`src/rtl/core/qrrs_pkg.sv`:
```
`timescale 1ns / 1ps
package qrrs_pkg;

	// field and datapath widths
	localparam int COEF_W   = 16;
	localparam int PROD_W   = 2 * COEF_W;
	localparam int DISC_W   = PROD_W + 2;
	localparam int SQ_STEPS = DISC_W / 2;
	localparam int ROOT_W   = SQ_STEPS;
	localparam int SQREM_W  = ROOT_W + 1;
	localparam int FRAC_W   = 16;
	localparam int MAG_W    = COEF_W + 1;
	localparam int NUM_W    = MAG_W + FRAC_W;
	localparam int DEN_W    = COEF_W + 1;
	localparam int OUT_W    = 32;

	typedef enum logic [1:0] {
		ST_TWO    = 2'd0,
		ST_DOUBLE = 2'd1,
		ST_NONE   = 2'd2,
		ST_AZERO  = 2'd3
	} status_t;

	// data riding along the square root cells
	typedef struct packed {
		logic               a_zero;
		logic               d_neg;
		logic               d_zero;
		logic [COEF_W-1:0]  a;
		logic [COEF_W-1:0]  b;
	} sq_side_t;

	// data riding along the divider cells
	typedef struct packed {
		status_t            status;
		logic [DEN_W-1:0]   den;
		logic               neg_p;
		logic               neg_m;
	} dv_side_t;

	// one restoring divider lane: dividend shifting out, quotient shifting in
	typedef struct packed {
		logic [NUM_W-1:0]   nq;
		logic [DEN_W-1:0]   rem;
	} dv_lane_t;

endpackage

```
`src/rtl/core/qrrs_sqrt_cell.sv`:
```
`timescale 1ns / 1ps
module qrrs_sqrt_cell (
	input  logic                          clk,
	input  logic                          arst_n,
	input  logic                          vld_i,
	input  logic [qrrs_pkg::DISC_W-1:0]   rad_i,
	input  logic [qrrs_pkg::SQREM_W-1:0]  rem_i,
	input  logic [qrrs_pkg::ROOT_W-1:0]   root_i,
	input  qrrs_pkg::sq_side_t            side_i,
	output logic                          vld_o,
	output logic [qrrs_pkg::DISC_W-1:0]   rad_o,
	output logic [qrrs_pkg::SQREM_W-1:0]  rem_o,
	output logic [qrrs_pkg::ROOT_W-1:0]   root_o,
	output qrrs_pkg::sq_side_t            side_o
);
	import qrrs_pkg::*;

	logic [SQREM_W+1:0] remx;
	logic [SQREM_W+1:0] trial;
	logic [SQREM_W+1:0] diff;
	logic               take;
	logic               vld_q;
	logic [DISC_W-1:0]  rad_q;
	logic [SQREM_W-1:0] rem_q;
	logic [ROOT_W-1:0]  root_q;
	sq_side_t           side_q;

	// one root bit: bring down two radicand bits, try root*4+1
	always_comb begin
		remx  = {rem_i, rad_i[DISC_W-1 -: 2]};
		trial = {1'b0, root_i, 2'b01};
		diff  = remx - trial;
		take  = (remx >= trial);
	end

	always_ff @(posedge clk or negedge arst_n) begin
		if (!arst_n) begin
			vld_q <= 1'b0;
		end else begin
			vld_q <= vld_i;
		end
	end

	always_ff @(posedge clk) begin
		rad_q  <= {rad_i[DISC_W-3:0], 2'b00};
		rem_q  <= take ? diff[SQREM_W-1:0] : remx[SQREM_W-1:0];
		root_q <= {root_i[ROOT_W-2:0], take};
		side_q <= side_i;
	end

	assign vld_o  = vld_q;
	assign rad_o  = rad_q;
	assign rem_o  = rem_q;
	assign root_o = root_q;
	assign side_o = side_q;

endmodule

```
`config.mk`:
```
export PLATFORM = sky130hd
export DESIGN_NAME = qrrs_sqrt_cell
export DESIGN_NICKNAME = d
export VERILOG_FILES = /design/src/rtl/core/qrrs_pkg.sv /design/src/rtl/core/qrrs_sqrt_cell.sv
export SDC_FILE = /design/constraint.sdc
export NUM_CORES = 1
export LEC_CHECK = 0
export BUFFER_PORTS_ARGS = -buffer_cell sky130_fd_sc_hd__buf_2
export CAP_MARGIN = 20
export CORE_MARGIN = 1.5
export CORE_UTILIZATION = 45
export DETAILED_ROUTE_END_ITERATION = 8
export GPL_TIMING_DRIVEN = 1
export PLACE_DENSITY = 0.86
export SLEW_MARGIN = 40
export SYNTH_ARGS = -nofsm -noshare
export SYNTH_HDL_FRONTEND = slang
export SYNTH_SLANG_ARGS = --single-unit
```
`constraint.sdc`:
```
create_clock -name clk -period 1.2 [get_ports clk]
set_clock_uncertainty 0.05 [all_clocks]
set_input_delay 0.18 -clock clk [delete_from_list [all_inputs] [get_ports clk]]
set_output_delay 0.18 -clock clk [all_outputs]
set_load 0.05 [all_outputs]
```
==> flow_summary.json <==
{
  "status": "complete, but fails checks",
  "violations": "hold timing, setup timing",
  "max_cap_viol_count": 0,
  "peakVddDrop_v": 0.000997,
  "synth_area_um2": 3330,
  "avgSynthCellArea_um2": 12.0,
  "max_slew_margin_pct": 51.8,
  "wl_met1_mm": 6.54,
  "clock.fmax_mhz": 463,
  "synth_seq_cells": 103,
  "wl_mm": 20.3,
  "hold_slack_ps": -5.30,
  "drcViolationCount": 0,
  "nFillCells": 213,
  "power.share.sequential_pct": 38.8,
  "synth_edf_count": 0,
  "wl_met2_mm": 9.26,
  "finalHoldViolations": 1,
  "layout.nets": 766,
  "ys.flop_type": "dfxtp_1",
  "initial_utilization_pct": 46.1,
  "grt_pass1_wl_mm": 22.0,
  "hold_class": "input port to register",
  "synthToLayoutAreaGrowth_pct": 103,
  "detail-route-antenna-nets": 0,
  "coreArea_um2": 7210,
  "p_total_mw": 9.92,
  "p_int_mw": 6.16,
  "die_area_um2": 7920,
  "endpoint_kind": "register",
  "fin_crit_ps": 2160,
  "cts_buffers": 9,
  "start_kind": "input port",
  "setup_viol": 56,
  "synth_seq_area_share_pct": 62.1,
  "async_flop_share_pct": 0.971,
  "drv_slew": 0,
  "rsz0062_at_grt": "yes",
  "fin_crit_sh_pct": 180,
  "track_usage_pct": 38.2,
  "fin_util_pct": 93.7,
  "yosysWarnings": 0,
  "switchingPower_mw": 3.76,
  "io_pins": 212,
  "die_h_um": 89.0,
  "p_clk_share_pct": 25.0,
  "root_buffer": "clkbuf_8",
  "path_clk_slew_ps": 120,
  "crit_type": "input port to register",
  "p_leak_nw": 3.19,
  "dp_cells": 626,
  "arrival_ps": 2370,
  "clockBufferDepth": 2,
  "die_w_um": 89.0,
  "hpwl_mm": 7.62,
  "grt.overflow.total": 0,
  "final_cells": 745,
  "fin_ws_ps": -962,
  "via_per_inst": 5.95,
  "route.top_layer_used": "met4",
  "cts_htree_levels": 3,
  "comb_power_share_pct": 36.2,
  "rows": 31,
  "vias": 4432,
  "synthCells": 278,
  "drive_gt1_share_pct": 54.9,
  "drt_pass1_iterations": 7,
  "clock-sinks": 103,
  "grt_max_degree": 19,
  "wl_met3_mm": 2.61,
  "grt_pass1_vias": 4006,
  "worstPathMaxFanout": 3,
  "cts_tree": "yes",
  "antenna_found_initial": 1,
  "drt_iter0_drc": 409,
  "cp_data_required_time_ps": 1410,
  "ys_types": 47,
  "worst_pin_slew_ps": 718,
  "p_sw_share_pct": 37.9,
  "place.gp.congestion": 0.810,
  "wl_per_cell_um": 27.2,
  "p_per_area_nw_per_um2": 1470,
  "io_buffers": 209
}
## final cells by class
class | count | area [um^2] | share of cell area [%]
clock buffers | 10 | 138 | 2.04
multi-input cells | 148 | 1490 | 22.1
inverters | 22 | 103 | 1.52
flip-flops and latches | 103 | 2070 | 30.7
well taps | 99 | 124 | 1.83
repair buffers | 356 | 2750 | 40.7
clock inverters | 6 | 76.3 | 1.13
diodes | 1 | 2.50 | 0.0370
## placed cells by master, fill, tap and decap left out, drive strengths merged, types with 5 or more instances in the layout
cell         netlist  final
ha                19     19
clkbuf             1     67
dfxtp            102    102
nand2             11     11
nor3               6      6
xnor2              7      7
buf                5    210
xor2               5      5
a21oi             17     17
dlygate4sd3        0     89
o21ai             17     17
nor2               8      8
mux2              12     12
inv               22     24
## worst paths after layout
kind,from,to,slack (ps),cells past startpoint
worst max-delay path,root_i[4],rem_o[15]$_DFF_P_,-960,12
worst min-delay path,rem_i[10],rem_o[12]$_DFF_P_,-5,2
max in group asynchronous,arst_n,vld_o$_DFF_PN0_,930,2
min in group asynchronous,arst_n,vld_o$_DFF_PN0_,90,2
## cell families after synthesis
family | Yosys count | share of synthesized area, %
AO/OA/AOI/OAI | 57 | 11.4
XOR/XNOR | 12 | 3.16
adder cells (fa/ha/maj) | 19 | 7.15
buffers and inverters | 28 | 4.17
flip-flops | 103 | 62.1
multiplexers | 13 | 4.70
other | 1 | 0.113
AND/OR/NAND/NOR | 45 | 7.18
## through the flow
step	instance area, um^2	worst slack, ps	TNS, ps
floorplan	3540	-841	-13450
global placement	4980	-919	-16170
detailed placement	4980	-1030	-18260
CTS	6230	-479	-8330
global route	6750	-965	-15300
finish	6760	-962	-15150
## critical path, stage by stage
cell and delay, ps:
buf_2 90, inv_1 60, ha_1 220, buf_4 170, nor3_1 590, nor2_2 140
o211ai_1 160, buf_4 190, buf_4 100, a31oi_1 80, nor3_1 270, o31ai_2 110
## repair_timing
action / in CTS / in global routing
gates cloned: 1 / 1
hold buffers: 88 / 1
setup buffers: 4 / 7
pin swaps: 10 / 19
endpoints found under the setup margin: 28 / 100
hold endpoints to repair: 88 / 1
gates resized for setup: 32 / 159
## per-layer routing
| metal | vias to the layer above | GRT usage [%] |
|---|---|---|
| li1 | 1673 | - |
| met1 | 2028 | 40.4 |
| met2 | 533 | 66.3 |
| met3 | 198 | 12.7 |
| met4 | 0 | 22.5 |
| met5 | - | 0 |
## Yosys cell counts, drive strengths merged, types with 2 or more instances
cell type,number,area (um^2)
dfxtp,102,2040
inv,22,82.6
ha,19,238
a21oi,17,88.8
o21ai,17,88.8
mux2,12,146
nand2,11,41.3
nor2,8,30.0
xnor2,7,61.3
nor3,6,35.0
buf,5,51.3
xor2,5,43.8
nand2b,4,25.0
nand3,4,20.0
o211ai,4,30.0
o21a,4,30.0
a21o,3,22.5
nor2b,3,18.8
o31ai,3,22.5
a211oi,2,15.0
a31oi,2,12.5
nand4,2,18.8
or2,2,12.5
## flip-flops by register name, summed over array words and instances, names as in the netlist
name / flops
rad_o: 32
rem_o: 18
root_o: 17
side_o: 35
vld_o: 1
## power by group through the flow
stage	Clock (mW)	Combinational [mW]	Sequential [mW]
floorplan	0	0.739	4.88
finish	2.48	3.59	3.85
global placement	0	2.48	3.84
global route	2.54	3.64	3.86
CTS	2.31	2.88	3.78
detailed placement	0	2.54	3.86
Note: power is estimated with default switching activity, not from simulation.
