===== config.mk =====
export PLATFORM = sky130hd
export DESIGN_NAME = qrrs_div_cell
export DESIGN_NICKNAME = d
export VERILOG_FILES = /design/src/rtl/core/qrrs_pkg.sv /design/src/rtl/core/qrrs_div_cell.sv
export SDC_FILE = /design/constraint.sdc
export NUM_CORES = 1
export LEC_CHECK = 0
export BUFFER_PORTS_ARGS = -buffer_cell sky130_fd_sc_hd__buf_2
export CAP_MARGIN = 10
export CORE_ASPECT_RATIO = 0.5
export CORE_MARGIN = 2
export CORE_UTILIZATION = 42
export CTS_BUF_LIST = sky130_fd_sc_hd__clkbuf_8
export CTS_CLUSTER_SIZE = 24
export DETAILED_ROUTE_END_ITERATION = 10
export PLACE_DENSITY = 0.82
export SLEW_MARGIN = 30
export SYNTH_ARGS = -nofsm -noshare
export SYNTH_HDL_FRONTEND = slang
export SYNTH_SLANG_ARGS = --single-unit
export TNS_END_PERCENT = 20

===== constraint.sdc =====
create_clock -name clk -period 0.8 [get_ports clk]
set_input_delay 0.16 -clock clk [delete_from_list [all_inputs] [get_ports clk]]
set_output_delay 0.16 -clock clk [all_outputs]
set_load 0.01 [all_outputs]

===== src/rtl/core/qrrs_pkg.sv =====
`timescale 1ns / 1ps
package qrrs_pkg;

	// field and datapath widths
	localparam int COEF_W   = 16;
	localparam int PROD_W   = 2 * COEF_W;
	localparam int DISC_W   = PROD_W + 2;
	localparam int SQ_STEPS = DISC_W / 2;
	localparam int ROOT_W   = SQ_STEPS;
	localparam int SQREM_W  = ROOT_W + 1;
	localparam int FRAC_W   = 16;
	localparam int MAG_W    = COEF_W + 1;
	localparam int NUM_W    = MAG_W + FRAC_W;
	localparam int DEN_W    = COEF_W + 1;
	localparam int OUT_W    = 32;

	typedef enum logic [1:0] {
		ST_TWO    = 2'd0,
		ST_DOUBLE = 2'd1,
		ST_NONE   = 2'd2,
		ST_AZERO  = 2'd3
	} status_t;

	// data riding along the square root cells
	typedef struct packed {
		logic               a_zero;
		logic               d_neg;
		logic               d_zero;
		logic [COEF_W-1:0]  a;
		logic [COEF_W-1:0]  b;
	} sq_side_t;

	// data riding along the divider cells
	typedef struct packed {
		status_t            status;
		logic [DEN_W-1:0]   den;
		logic               neg_p;
		logic               neg_m;
	} dv_side_t;

	// one restoring divider lane: dividend shifting out, quotient shifting in
	typedef struct packed {
		logic [NUM_W-1:0]   nq;
		logic [DEN_W-1:0]   rem;
	} dv_lane_t;

endpackage


===== src/rtl/core/qrrs_div_cell.sv =====
`timescale 1ns / 1ps
module qrrs_div_cell (
	input  logic                clk,
	input  logic                arst_n,
	input  logic                vld_i,
	input  qrrs_pkg::dv_lane_t  lane_p_i,
	input  qrrs_pkg::dv_lane_t  lane_m_i,
	input  qrrs_pkg::dv_side_t  side_i,
	output logic                vld_o,
	output qrrs_pkg::dv_lane_t  lane_p_o,
	output qrrs_pkg::dv_lane_t  lane_m_o,
	output qrrs_pkg::dv_side_t  side_o
);
	import qrrs_pkg::*;

	logic     vld_q;
	dv_lane_t lane_p_q;
	dv_lane_t lane_m_q;
	dv_side_t side_q;

	// restoring step: one quotient bit
	function automatic dv_lane_t div_step(dv_lane_t l, logic [DEN_W-1:0] den);
		logic [DEN_W:0] remx;
		logic [DEN_W:0] diff;
		dv_lane_t       r;
		remx = {l.rem, l.nq[NUM_W-1]};
		diff = remx - {1'b0, den};
		if (remx >= {1'b0, den}) begin
			r.rem = diff[DEN_W-1:0];
			r.nq  = {l.nq[NUM_W-2:0], 1'b1};
		end else begin
			r.rem = remx[DEN_W-1:0];
			r.nq  = {l.nq[NUM_W-2:0], 1'b0};
		end
		return r;
	endfunction

	always_ff @(posedge clk or negedge arst_n) begin
		if (!arst_n) begin
			vld_q <= 1'b0;
		end else begin
			vld_q <= vld_i;
		end
	end

	always_ff @(posedge clk) begin
		lane_p_q <= div_step(lane_p_i, side_i.den);
		lane_m_q <= div_step(lane_m_i, side_i.den);
		side_q   <= side_i;
	end

	assign vld_o    = vld_q;
	assign lane_p_o = lane_p_q;
	assign lane_m_o = lane_m_q;
	assign side_o   = side_q;

endmodule


==> flow_metrics.env, run 1 <==
export IMPL_drt_iter0_markers=907
export IMPL_cts_sinks=122
export IMPL_synthCells=429
export IMPL_fp_dieArea_um2=12300
export IMPL_status="finished with violations"
export IMPL_fin_crit_sh_pct=272
export IMPL_syn_to_final_growth_pct=108
export IMPL_synth_xor_xnor_area_share_pct=4.59
export IMPL_numCtsBuffers=17
export IMPL_gr_total_overflow=0
export IMPL_detailed_place_hpwl_um=11500
export IMPL_drive_gt1_share_pct=65.1
export IMPL_synth_seq_cells=122
export IMPL_hold_viol_final=1
export IMPL_place_congestion=0.881
export IMPL_io_pin_count=246
export IMPL_final_common_cell="buf_2"
export IMPL_die_w_um=155
export IMPL_rows=27
export IMPL_grt_usage_pct=38.2
export IMPL_hold_class="input pin to register"
export IMPL_seq_power_share_pct=36.7
export IMPL_synth_enable_flop_cells=0
export IMPL_grt_pass1_wl_um=35600
export IMPL_required_ps=1130
export IMPL_ys_warnings_count=0
export IMPL_swShare_pct=34.1
export IMPL_drc=0
export IMPL_violations="hold timing, setup timing"
export IMPL_fin_nets=1086
export IMPL_intPower_w=0.0129
export IMPL_ctsLongestPathBuffers=2
export IMPL_grt_max_degree=17
export IMPL_p_switching_w=0.00668
export IMPL_max_cap_viol_count=0
export IMPL_ant_nets=0
export IMPL_syn_nets=589
export IMPL_yosys_mux_area_fraction_pct=6.84
export IMPL_fmax_ghz=0.459
export IMPL_netlist_area_um2=4770
export IMPL_leakagePower_nw=4.60
export IMPL_cts_tree="built"
export IMPL_avgSynthCellArea_um2=11.1
export IMPL_period_needed_ps=2180
export IMPL_fp_coreArea_um2=11000
export IMPL_hold_ws_ps=-1.32
export IMPL_critPathCaptureType="register"
export IMPL_rsz0062_at_grt="yes"
export IMPL_vdd_ir_drop_worst_mv=1.01
export IMPL_final_util_pct=89.9
export IMPL_slew_headroom_pct=66.9
export IMPL_wl_per_cell_um=28.1
export IMPL_vias_per_cell=6.26
export IMPL_die_h_um=79.4
export IMPL_grt_pass1_vias=6441
export IMPL_dp_slack_ps=-1500
export IMPL_synth_distinct_cells=65
export IMPL_synthArstFlopShare_pct=0.820
export IMPL_cp_start_kind="input pin"
export IMPL_critical_path_class="input pin to register"
export IMPL_final_setup_worst_slack_ps=-1380
export IMPL_layout_common_cells="buf_2, buf_4, dlygate4sd3_1"
export IMPL_setup_viol=158
export IMPL_arrival_ps=2510
export IMPL_synth_main_ff_cell="dfxtp_1"
export IMPL_synth_adder_area_share_pct=9.75
export IMPL_drt_first_pass_iters=8
export IMPL_p_per_area_nw_per_um2=1970
export IMPL_root_buffer="clkbuf_8"
export IMPL_portBuffers=245
export IMPL_drv_slew=0
export IMPL_clkPwrFrac_pct=27.6
export IMPL_pwr_share_comb_pct=35.7
export IMPL_synth_compound_gate_area_share_pct=14.9
export IMPL_critPathMaxFanout=4
export IMPL_htreeDepth=4
export IMPL_initial_core_util_pct=43.2
export IMPL_synth_top_family_by_area="compound AO/OA/AOI/OAI gates"
export IMPL_synth_simple_area_share_pct=8.96
export IMPL_antenna_found_initial=1
export IMPL_worst_pin_slew_ps=496
export IMPL_via_count=6790
export IMPL_path_clk_slew_ps=80
export IMPL_synth_yosys_seq_area_share_pct=51.3
export IMPL_routed_wirelength_um=30500
[repair_timing]
action / in CTS / in global routing
setup endpoints to repair: 158 / 158
gates cloned: 1 / 1
gates resized for setup: 117 / 193
endpoints found under the hold margin: 103 / 1
pin swaps: 28 / 31
buffers inserted: 17 / 8
hold buffers: 103 / 1
[cell usage after synthesis, types with 5 or more instances]
master    count  share of area, %
mux2_2       13               3.1
mux2_4       10               3.1
o21ai_0      15               1.6
nor2_1       20               1.6
nand4_1       9               1.2
nand2_1      16               1.3
ha_1         34               8.9
xnor2_1      13               2.4
o21bai_1      5              0.79
inv_1        24               1.9
dfxtp_1     121                51
a21oi_1      42               4.4
nand3_1       7              0.73
xor2_1       12               2.2
nor3_1        9              0.94
a21o_1        7               1.1
[through the flow]
step                total power [W]  TNS [ps]  cells  instance area, um^2
finish                       0.0196    -72890   1085                 9930
global route                 0.0198    -74910   1084                 9930
CTS                          0.0173    -60840   1075                 9070
detailed placement           0.0112    -50920    922                 7020
global placement             0.0111    -49650    922                 7020
floorplan                   0.00914    -40580    429                 4810
[flip-flops by register name (all words and copies together), names as in the netlist]
| register | cells |
|---|---|
| side_o | 21 |
| lane_p_o | 50 |
| lane_m_o | 50 |
| vld_o | 1 |
[worst max-delay path, stage by stage]
cell     delay (ps)
buf_2           100
inv_1            80
buf_4           160
ha_4            160
buf_4           160
buf_4           150
nor2_1          400
nor2_1          130
a21oi_2         320
a22oi_1         180
xor2_1          200
mux2_4          300
[cell type report]
type,instances,area [um^2]
Antenna cell,1,2.50
Clock buffer,17,234
Clock inverter,15,128
Fill cell,377,1120
Inverter,24,114
Multi-Input combinational cell,271,2710
Sequential cell,122,2550
Tap cell,145,181
Timing Repair Buffer,490,4010
[cell families after synthesis]
family / after synthesis
AOI/OAI and AO/OA: 104
DFF: 122
and+or+nand+nor: 79
xor gates and xnor gates: 25
buffers and inverters: 37
adders and majority gates: 36
muxes: 26
[final timing paths]
kind	slack, ps	endpoint	from	cells past startpoint
max	-1380	lane_m_o[16]$_DFF_P_	side_i[7]	12
min	-1	lane_p_o[10]$_DFF_P_	lane_p_i[9]	2
max in group asynchronous	700	vld_o$_DFF_PN0_	arst_n	2
min in group asynchronous	20	vld_o$_DFF_PN0_	arst_n	2
[power groups by stage]
stage          sequential (W)  clock [W]  combinational [W]
2_1_floorplan         0.00733          0            0.00181
3_3_place_gp          0.00699          0            0.00410
3_5_place_dp          0.00699          0            0.00421
4_1_cts               0.00692    0.00516            0.00523
5_1_grt               0.00720    0.00559            0.00706
6_report              0.00718    0.00540            0.00698
[routing by layer]
metal	vias to the layer above	share of wire (%)	global-route usage (%)	routed length, um
li1	2531	-	-	-
met1	3123	34	41.3	10300
met2	779	43	68.0	13200
met3	357	13	9.34	3920
met4	0	10	25.3	3070
met5	-	0	0	0
No activity file was read; power rests on OpenSTA's default activity.
==> inputs of run 2 (changes only) <==
CORE_UTILIZATION = 50   (was 42)
PLACE_DENSITY = 0.91   (was 0.82)
clock period = 2.8 ns   (was 0.8 ns; I/O delays follow)
==> run 2 against run 1 <==
The flow now finishes without violations. Via count shrank 35%. Wire length fell by 55%. Global-route usage shrank 12 points. Critical endpoint is now lane_m_o[13]$_DFF_P_. Setup slack better by 1700 ps. Largest cell class is now registers. Worst hold slack better by 220 ps. Final cell count fell by 24%.
==> flow_metrics.env, run 2 (synthesized netlist as in run 1, its figures left out) <==
export IMPL_drt_iter0_markers=228
export IMPL_dp_cells=797
export IMPL_rows=25
export IMPL_die_w_um=142
export IMPL_cp_buffers_inverters=3
export IMPL_max_cap_viol_count=0
export IMPL_worst_pin_slew_ps=591
export IMPL_drv_slew=0
export IMPL_required_ps=3110
export IMPL_hold_ws_ps=219
export IMPL_cts_tree="built"
export IMPL_wl_per_cell_um=16.5
export IMPL_whs_path_depth=1
export IMPL_vdd_ir_drop_worst_mv=0.309
export IMPL_crit_path_cell_trace="buf_2, inv_1, ha_1, inv_1, fa_1, a21o_2, a41oi_2, a21oi_1, o21ai_2, nand3_4, mux2_4"
export IMPL_leakagePower_nw=3.28
export IMPL_via_count=4395
export IMPL_critPathMaxFanout=18
export IMPL_crit_family="compound AO/OA/AOI/OAI gates"
export IMPL_antenna_found_initial=0
export IMPL_path_clk_slew_ps=80
export IMPL_htreeDepth=4
export IMPL_register_area_um2=2450
export IMPL_multiInputGateArea_um2=2150
export IMPL_fin_nets=856
export IMPL_critical_path_class="input pin to register"
export IMPL_critPathMaxStageDelay_ps=400
export IMPL_numCtsBuffers=17
export IMPL_crit_path_top_delay_cell="mux2_4"
export IMPL_syn_to_final_growth_pct=37.9
export IMPL_hold_end="lane_m_o[19]$_DFF_P_"
export IMPL_root_buffer="clkbuf_8"
export IMPL_critical_path_depth=11
export IMPL_slew_headroom_pct=60.2
export IMPL_io_pin_count=246
export IMPL_setup_viol=0
export IMPL_drive_gt1_share_pct=46.3
export IMPL_fill_cells=665
export IMPL_final_common_cell="buf_2"
export IMPL_rsz0062_at_grt="no"
export IMPL_initial_core_util_pct=51.0
export IMPL_ant_nets=0
export IMPL_portBuffers=245
export IMPL_grt_max_degree=19
export IMPL_grt_pass1_vias=4215
export IMPL_fmax_ghz=0.408
export IMPL_arrival_ps=2760
export IMPL_hold_viol_final=0
export IMPL_grt_pass1_wl_um=21000
export IMPL_gr_total_overflow=0
export IMPL_hold_class="input pin to register"
export IMPL_instances_no_fill=829
export IMPL_worst_path_most_repeated_cell="inv_1"
export IMPL_p_per_area_nw_per_um2=688
export IMPL_period_needed_ps=2450
export IMPL_cp_start_kind="input pin"
export IMPL_hp_start="lane_m_i[18]"
export IMPL_drt_first_pass_iters=7
export IMPL_final_util_pct=70.4
export IMPL_die_h_um=73.1
export IMPL_critPathCaptureType="register"
export IMPL_cts_sinks=122
export IMPL_layout_common_cells="buf_2, dfxtp_1, a21oi_1"
export IMPL_fp_dieArea_um2=10400
export IMPL_drc=0
export IMPL_antenna_cells=0
export IMPL_routed_wirelength_um=13700
export IMPL_place_congestion=0.986
export IMPL_detailed_place_hpwl_um=10400
export IMPL_fp_coreArea_um2=9350
export IMPL_ctsLongestPathBuffers=2
export IMPL_status="finished clean"
export IMPL_grt_usage_pct=26.2
export IMPL_fin_crit_sh_pct=87.5
export IMPL_vias_per_cell=5.30
-- run 2: per-layer routing --
metal	track usage, %	vias up	wire, um
met5	0	-	0
met4	12.2	0	342
met1	32.0	2053	5470
met3	4.53	45	1020
met2	45.9	226	6830
li1	-	2071	-
-- run 2: final cells by class --
class                   count  share of cell area (%)
multi-input cells         270                    32.7
inverters                  24                    1.37
repair buffers            261                    20.5
clock buffers              19                    3.97
clock inverters            12                    1.98
flip-flops and latches    122                    37.2
well taps                 121                    2.30
-- run 2: stage by stage --
| step | setup TNS, ps | total power [W] | setup slack [ps] | area (um^2) |
|---|---|---|---|---|
| 2_1_floorplan | 0 | 0.00261 | 195 | 4770 |
| 3_3_place_gp | 0 | 0.00298 | 44.7 | 6180 |
| 3_5_place_dp | -507 | 0.00301 | -52.1 | 6180 |
| 4_1_cts | 0 | 0.00454 | 388 | 6580 |
| 5_1_grt | 0 | 0.00472 | 282 | 6580 |
| 6_report | 0 | 0.00453 | 350 | 6580 |
-- run 2: worst max path at each step --
stage	start	end	slack (ps)
after detailed placement	lane_m_i[49]	lane_m_o[8]$_DFF_P_	-50
after floorplan	lane_m_i[49]	lane_m_o[8]$_DFF_P_	200
after global placement	lane_m_i[49]	lane_m_o[15]$_DFF_P_	40
final	lane_m_i[49]	lane_m_o[13]$_DFF_P_	350
after global routing	lane_m_i[49]	lane_m_o[13]$_DFF_P_	280
after CTS	lane_m_i[49]	lane_m_o[13]$_DFF_P_	390
-- run 2: timing repair --
item	in CTS	in global routing
hold buffers	1	0
endpoints found under the hold margin	1	0
gates resized for setup	0	0
setup buffers	0	0
-- run 2: power breakdown --
part | internal, W | switching [W] | leakage, nW
combinational | 0.000483 | 0.000560 | 2.04
clock | 0.000829 | 0.000701 | 0.202
sequential | 0.00191 | 0.0000430 | 1.03
